[config.mk]
export PLATFORM = sky130hd
export DESIGN_NAME = fmcg_div
export DESIGN_NICKNAME = d
export VERILOG_FILES = /design/src/rtl/assert_macros.svh /design/src/rtl/fmcg_pkg.sv /design/src/rtl/fmcg_div.sv
export SDC_FILE = /design/constraint.sdc
export NUM_CORES = 2
export LEC_CHECK = 0
export CORE_ASPECT_RATIO = 2
export CORE_MARGIN = 5
export CORE_UTILIZATION = 50
export DETAILED_ROUTE_END_ITERATION = 6
export DONT_BUFFER_PORTS = 1
export PLACE_DENSITY_LB_ADDON = 0.12
export SLEW_MARGIN = 15
export SYNTH_ARGS = -nofsm -noshare
export SYNTH_HDL_FRONTEND = slang
export SYNTH_SLANG_ARGS = --single-unit
[constraint.sdc]
create_clock -name clk_i -period 4.81 [get_ports clk_i]
set_clock_uncertainty 0.15 [all_clocks]
set_input_delay 0.7215 -clock clk_i [delete_from_list [all_inputs] [get_ports clk_i]]
set_output_delay 0.7215 -clock clk_i [all_outputs]
set_load 0.1 [all_outputs]
[src/rtl/assert_macros.svh]
// ----------------------------------------------------------------------------
// Assertion macros
// Clocked, reset-qualified property checks used by the RTL.
// ----------------------------------------------------------------------------
`ifndef ASSERT_MACROS_SVH
`define ASSERT_MACROS_SVH

// property holds on every clock edge outside reset
`define ASSERT_ALWAYS(lbl, prop, msg) \
  lbl: assert property (@(posedge clk_i) disable iff (!rst_ni) prop) else $error(msg);

// consequent holds in the cycle after the antecedent
`define ASSERT_NEXT(lbl, ante, cons, msg) \
  lbl: assert property (@(posedge clk_i) disable iff (!rst_ni) (ante) |=> (cons)) \
    else $error(msg);

`endif

[src/rtl/fmcg_pkg.sv]
// ----------------------------------------------------------------------------
// fmcg_pkg
// Types, widths and constants of the frequency mask coefficient generator.
// ----------------------------------------------------------------------------
package fmcg_pkg;

  localparam int unsigned MAX_HALF       = 512;
  localparam int unsigned GAIN_FRAC_BITS = 15;

  localparam int unsigned HALF_W  = 10;
  localparam int unsigned IDX_W   = 10;
  localparam int unsigned FOLD_W  = $clog2(MAX_HALF);
  localparam int unsigned D2_W    = 2 * FOLD_W + 1;
  localparam int unsigned GAIN_W  = 16;
  localparam int unsigned ORDER_W = 4;

  localparam logic [HALF_W-1:0] HALF_CAP = HALF_W'(MAX_HALF);
  localparam logic [GAIN_W-1:0] ONE      = GAIN_W'(1) << GAIN_FRAC_BITS;

  // front divider: squared distance over squared radius
  localparam int unsigned NUM_W     = 36;
  localparam int unsigned DEN_W     = 20;
  localparam int unsigned QUOT_BITS = 32;
  localparam int unsigned QUOT_W    = QUOT_BITS + 1;
  localparam logic [16:0] LOG2E_Q16 = 17'd94548;

  // exponential and power chains
  localparam int unsigned GAUSS_STEPS = 16;
  localparam int unsigned CHAIN_STEPS = 30;
  localparam int unsigned ACC_W       = 31;
  localparam int unsigned COEF_W      = 30;
  localparam int unsigned P_W         = QUOT_W;
  localparam logic [P_W-1:0]   P_CAP   = P_W'(1) << QUOT_BITS;
  localparam logic [P_W-1:0]   P_ONE   = P_W'(1) << 16;
  localparam logic [ACC_W-1:0] ACC_ONE = ACC_W'(1) << 30;
  localparam logic [4:0]       K_MAX   = 5'd16;

  // back divider: reciprocal of 1 + p
  localparam int unsigned BDEN_W    = P_W;
  localparam int unsigned BDIV_BITS = GAIN_W;

  // configuration port
  localparam int unsigned CFG_IDX_W  = 3;
  localparam int unsigned CFG_DATA_W = 10;
  localparam logic [CFG_IDX_W-1:0] CFG_HALF_WIDTH   = 3'd0;
  localparam logic [CFG_IDX_W-1:0] CFG_HALF_HEIGHT  = 3'd1;
  localparam logic [CFG_IDX_W-1:0] CFG_FILTER_KIND  = 3'd2;
  localparam logic [CFG_IDX_W-1:0] CFG_STOP_MODE    = 3'd3;
  localparam logic [CFG_IDX_W-1:0] CFG_RADIUS_LOW   = 3'd4;
  localparam logic [CFG_IDX_W-1:0] CFG_RADIUS_HIGH  = 3'd5;
  localparam logic [CFG_IDX_W-1:0] CFG_BUTTER_ORDER = 3'd6;

  typedef enum logic [1:0] {
    KIND_IDEAL  = 2'd0,
    KIND_GAUSS  = 2'd1,
    KIND_BAND   = 2'd2,
    KIND_BUTTER = 2'd3
  } fmcg_kind_e;

  typedef struct packed {
    logic valid;
    logic hit;
  } fmcg_tag_t;

  // 2^(-1/2^(idx+1)) in Q30, by repeated integer square roots from 0.5
  function automatic logic [COEF_W-1:0] gauss_coef(input int unsigned idx);
    logic [63:0] c;
    logic [63:0] v;
    logic [63:0] r;
    logic [63:0] b;
    c = 64'd1 << 29;
    for (int unsigned i = 0; i <= idx; i++) begin
      v = c << 30;
      r = '0;
      b = 64'd1 << 62;
      while (b > v) b = b >> 2;
      while (b != 0) begin
        if (v >= r + b) begin
          v = v - (r + b);
          r = (r >> 1) + b;
        end else begin
          r = r >> 1;
        end
        b = b >> 2;
      end
      c = r;
    end
    return c[COEF_W-1:0];
  endfunction

endpackage

[src/rtl/fmcg_div.sv]
// ----------------------------------------------------------------------------
// fmcg_div
// Pipelined restoring divider, one quotient bit per stage, saturating at 2^32.
// ----------------------------------------------------------------------------
module fmcg_div (
  input  logic                         clk_i,
  input  logic                         rst_ni,
  input  logic                         en_i,
  input  fmcg_pkg::fmcg_tag_t          tag_i,
  input  logic [fmcg_pkg::NUM_W-1:0]   num_i,
  input  logic [fmcg_pkg::DEN_W-1:0]   den_i,
  output fmcg_pkg::fmcg_tag_t          tag_o,
  output logic [fmcg_pkg::QUOT_W-1:0]  quot_o
);
  import fmcg_pkg::*;

  fmcg_tag_t              tag_q [QUOT_BITS];
  logic [NUM_W-1:0]       rem_q [QUOT_BITS];
  logic [QUOT_BITS-1:0]   quo_q [QUOT_BITS];
  logic                   ovf_q [QUOT_BITS];
  logic [NUM_W-1:0]       den_ext;

  assign den_ext = NUM_W'(den_i);

  for (genvar j = 0; j < QUOT_BITS; j++) begin : g_stage
    localparam int unsigned B = QUOT_BITS - 1 - j;
    fmcg_tag_t            tag_in;
    logic [NUM_W-1:0]     rem_in;
    logic [QUOT_BITS-1:0] quo_in;
    logic                 ovf_in;
    logic                 ge;

    if (j == 0) begin : g_first
      assign tag_in = tag_i;
      assign rem_in = num_i;
      assign quo_in = '0;
      assign ovf_in = (num_i >> QUOT_BITS) >= den_ext;
    end else begin : g_next
      assign tag_in = tag_q[j-1];
      assign rem_in = rem_q[j-1];
      assign quo_in = quo_q[j-1];
      assign ovf_in = ovf_q[j-1];
    end

    assign ge = (rem_in >> B) >= den_ext;

    always_ff @(posedge clk_i or negedge rst_ni) begin
      if (!rst_ni) begin
        tag_q[j] <= '0;
      end else if (en_i) begin
        tag_q[j] <= tag_in;
      end
    end

    always_ff @(posedge clk_i) begin
      if (en_i) begin
        rem_q[j] <= ge ? rem_in - (den_ext << B) : rem_in;
        quo_q[j] <= quo_in | (ge ? (QUOT_BITS'(1) << B) : '0);
        ovf_q[j] <= ovf_in;
      end
    end
  end

  assign tag_o  = tag_q[QUOT_BITS-1];
  assign quot_o = ovf_q[QUOT_BITS-1] ? P_CAP : {1'b0, quo_q[QUOT_BITS-1]};

endmodule

; ---- Word-level counts from Yosys, hierarchy flattened
; Memories as Yosys holds them, arrays and structs flattened.
; Index checks and enable logic that the tools add are counted.
[op_classes]
n_addsub = 32
mul = 0
div_mod_pow = 0
order_cmp = 33
n_eq_ne = 0
shifts = 0
n_mux = 67
n_bitwise = 31
reduce_logical = 0
[ops]
columns = op, n
row1 = 2-to-1 mux 36 bit, 32
row2 = subtractor 36 bit, 16
row3 = >= comparator 36 x 20 -> 1 bit, 1
row4 = subtractor 36 x 20 -> 36 bit, 1
row5 = subtractor 36 x 21 -> 36 bit, 1
row6 = subtractor 36 x 22 -> 36 bit, 1
row7 = subtractor 36 x 23 -> 36 bit, 1
row8 = subtractor 36 x 24 -> 36 bit, 1
row9 = subtractor 36 x 25 -> 36 bit, 1
row10 = subtractor 36 x 26 -> 36 bit, 1
row11 = subtractor 36 x 27 -> 36 bit, 1
row12 = subtractor 36 x 28 -> 36 bit, 1
row13 = subtractor 36 x 29 -> 36 bit, 1
row14 = subtractor 36 x 30 -> 36 bit, 1
row15 = subtractor 36 x 31 -> 36 bit, 1
row16 = subtractor 36 x 32 -> 36 bit, 1
row17 = subtractor 36 x 33 -> 36 bit, 1
row18 = subtractor 36 x 34 -> 36 bit, 1
row19 = subtractor 36 x 35 -> 36 bit, 1
row20 = >= comparator 35 x 20 -> 1 bit, 1
row21 = >= comparator 34 x 20 -> 1 bit, 1
row22 = >= comparator 33 x 20 -> 1 bit, 1
row23 = 2-to-1 mux 33 bit, 1
row24 = >= comparator 32 x 20 -> 1 bit, 1
row25 = 91 further kinds, 93
[word_totals]
regBits = 64
latch_bits = 0
ramBits = 2208
romBits = 0
output_inout_bits = 35
elab_cells = 230
mem_count = 3
[mem_list]
columns = name, words, word_bits, read_ports, rd_ports_with_merged_regs, wr, line
row1 = rem_q, 32, 36, 31, 0, 32, fmcg_div.sv:18  ; logic [NUM_W-1:0] rem_q [QUOT_BITS];
row2 = quo_q, 32, 32, 32, 0, 32, fmcg_div.sv:19  ; logic [QUOT_BITS-1:0] quo_q [QUOT_BITS];
row3 = ovf_q, 32, 1, 32, 0, 32, fmcg_div.sv:20  ; logic ovf_q [QUOT_BITS];

; ---- Depth between registers and ports, before layout
; An unclocked memory read counts as a cell.
[logic_depth]
word_depth = 4
mapped_depth = 15

; ---- Worst setup path before layout
; No wires, ideal clock.
[synth_timing]
kind = input port to flip-flop
startpoint = input port den_i[2] (netlist bit)
endpoint = memory rem_q[27][30], data pin
setup_time_ns = 0.258
t_arrival_ns = 4.034
required_ns = 4.402
slack_ns = 0.368
stages = 11
n_path_buf = 0
path_cell_list = inv_1 > ha_1 > nor2b_1 > o21ai_1 > a21oi_1 > o41a_1 > o41ai_1 > o21ai_0 > a211o_2 > or4_1 > xnor2_1
[synth_rtl]
columns = element, line
row1 = start: declaration, fmcg_div.sv:11  ; input logic [fmcg_pkg::DEN_W-1:0] den_i,
row2 = end: declaration, fmcg_div.sv:18

==> summary.txt <==
Route
  – Final wirelength: 202 mm
  – Drc violations: 0
  – Via Count: 52.4k
  – Post-route ant nets: 0
  – Via density: 5.71
  – Wire per inst: 22.0 um
  – Iter 0 DRT Violations: 2818
  – Drt pass-1 iters: 6

Clock tree
  – Post-CTS Setup Bufs: 0
  – TritonCTS sink count: 1740
  – Clock Pin Slew Worst Setup and Hold Paths: 0.07 ns
  – CTS Root Cell: clkbuf_16
  – Hold_buf cts: 42
  – H-tree depth: 4
  – Clock buffer depth: 4
  – CTS tree: built
  – Clock Latency Late Sink: 0.81 ns
  – Resize count post-CTS: 0
  – Num CTS Buffers: 165

Yosys
  – Sequential-to-total area share from yosys stat: 61.4%
  – Most frequent cell after synthesis: edfxtp_1
  – Synth cell types: 91
  – Syn avg cell area: 13.0 um2
  – Largest area contributor in the netlist: edfxtp_1
  – Cell count after synthesis: 6517
  – Ys async rst share: 3.68%
  – Seq cells post-synth: 1740
  – Yosys warning total: 0
  – Post-Syn Nets: 7133
  – Synth top area cells: edfxtp_1, ha_1, a21oi_1
  – Main synth FF type: edfxtp_1
  – Post-synth EDFFs: 1676
  – Cell area after synthesis: 84600 um2
  – Top cell type's share of synthesized area: 59.5%
  – Most frequent cells after synthesis: edfxtp_1, ha_1, a21oi_1

Timing
  – Final Hold Viols: 0
  – Period utilization: 88.4%
  – Worst slew pin tran: 1.44 ns
  – Rel. slew slack: 4.15%
  – Fin Setup TNS: 0 ns
  – Final setup viols: 0
  – RSZ-0062 raised after global routing: false
  – Final Max Tran Viols: 0
  – Post-layout min period: 4.25 ns
  – Fmax: 0.235 GHz

Global route
  – Maximum number of pins on one net before global-route repair: 237
  – Overall routing resource usage: 22.4%
  – Initial antenna violation count: 3
  – Global route overflow: 0
  – First-pass GRT wire length: 307 mm
  – Vias in the first global route: 54.5k

Pwr
  – Leakage power: 0.0360 uW
  – P_sw: 16000 uW
  – Sequential share of power: 43.5%
  – VDD IR-drop max: 0.419 mV
  – Power Density: 526 nW/um2
  – Clk pwr share: 26.4%
  – Total power: 50000 uW
  – Internal: 34000 uW
  – Sw Share: 31.9%
  – Logic pwr share: 30.1%

Worst setup path
  – CP peak stage delay: 0.65 ns
  – WP buf/inv: 3
  – Crit path arrival time: 4.63 ns
  – Crit path required time: 5.18 ns
  – Critical path endpoint category: flip-flop
  – CP Cell Sequence: inv_1 -> ha_1 -> inv_1 -> fa_1 -> a21o_1 -> a21oi_1 -> o211ai_1 -> a21oi_1 -> nor3_1 -> a2111oi_0 -> o21ai_1 -> buf_4 -> nor3_1 -> xor2_1
  – Crit path launch type: flip-flop
  – Slowest CP cell: edfxtp_1
  – Critical path fanouts, max: 5
  – Cell family with most CP delay: compound AO/OA/AOI/OAI gates
  – Setup Crit Path Kind: reg2reg

Die
  – Initial Utilization: 50.2%
  – I/O Pins: 96
  – Die width: 301 um
  – Die Y: 592 um
  – Core Area: 168000 um2
  – Die area: 178000 um2
  – Placement Rows: 213

Status
  – Status: completed

Flow run
  – Max_cap viols: 0

Finish
  – Reg area: 51900 um2
  – Multi-input logic area: 31300 um2
  – Syn-to-layout area delta: 12.3%
  – Layout Nets: 7414
  – Layout cell share with drive strength beyond 1: 10.8%
  – Fill cells: 14.0k

Placed design
  – PortBufs: 0
  – Routability cong.: 0.935
  – Post-DP HPWL: 145 mm

Worst hold path
  – Hold Path Class: in2reg
==> flip-flops by register name, summed over array words and instances (netlist names) <==
name and flops:
quo_q 528, ovf_q 32, rem_q 1116, g_stage.tag_in 62, tag_o 2
==> layout make-up <==
type / instances / share of cell area [%]
antenna: 2 / 0.00527
clock buffer: 192 / 4.47
clock inverter: 96 / 1.19
inverter: 240 / 0.954
multi-input combinational: 4395 / 33.0
sequential: 1740 / 54.7
tap: 2257 / 2.97
timing repair buffer: 256 / 2.74
==> kinds of logic after synthesis <==
kind of cell / synth area share (%)
compound gates: 11.6
xor+xnor: 4.93
fa+ha+maj: 8.48
buf+inv: 1.74
flops: 61.4
mux: 2.73
simple gates: 9.15
==> per-stage QoR <==
step / hold slack, ns / std cells / util, % / worst slack, ns / instance area (um2)
after floorplan: 0.250 / 6517 / - / 0.368 / 84600
after global placement: 0.250 / 8843 / 52.9 / 0.189 / 89100
after detailed placement: 0.255 / 8845 / 52.9 / 0.113 / 89100
after CTS: 0.0307 / 9175 / 56.4 / 0.569 / 95000
after global routing: 0.0708 / 9177 / 56.4 / 0.297 / 95000
final: 0.0841 / 9178 / 56.4 / 0.556 / 95000
==> per-layer routing <==
layer	up-vias	part of all wire, %	track usage [%]
met5	-	0	0
met4	0	9.1	16.3
met3	604	3.0	2.62
met2	1126	54	43.1
met1	25500	34	21.6
li1	25200	-	-
==> final timing paths <==
check | depth (start not counted) | end | slack [ns] | startpoint
setup / recovery | 14 | rem_q[29][32] | 0.56 | rem_q[28][2]
hold / removal | 1 | quo_q[0][155] | 0.08 | den_i[9]
setup reg to reg | 14 | rem_q[29][32] | 0.56 | rem_q[28][2]
hold reg to reg | 0 | ovf_q[2] | 0.24 | ovf_q[1]
max in group asynchronous | 2 | g_stage[10].tag_in[0] | 3.89 | rst_ni
min in group asynchronous | 2 | g_stage[24].tag_in[0] | 0.33 | rst_ni
==> power groups by stage <==
stage	logic, uW	clock network [uW]	registers, uW
floorplan	10900	0	21100
global placement	14800	0	22100
detailed placement	14900	0	22100
CTS	15100	13600	21800
global route	16700	14200	21900
finish	15100	13200	21700
==> cell usage in the layout (no fill, tap or decap), drive strengths merged, types with 40 or more instances in the layout <==
master / netlist / final
a21o: 206 / 206
nand2b: 80 / 80
buf: 18 / 216
a31oi: 41 / 41
o31ai: 50 / 50
nand4: 90 / 90
edfxtp: 1676 / 1676
mux2: 182 / 182
dlygate4sd3: 0 / 40
nand2: 458 / 458
nand3: 93 / 93
inv: 240 / 248
a21oi: 471 / 471
o21a: 75 / 75
nor4: 40 / 40
xor2: 214 / 214
ha: 524 / 524
xnor2: 262 / 262
clkbuf: 124 / 192
or3: 49 / 49
o21bai: 44 / 44
nor2: 388 / 388
nor3: 104 / 104
dfrtp: 64 / 64
o21ai: 413 / 413
clkinv: 0 / 50
nor2b: 120 / 120
Power figures use the tool's default switching activity.
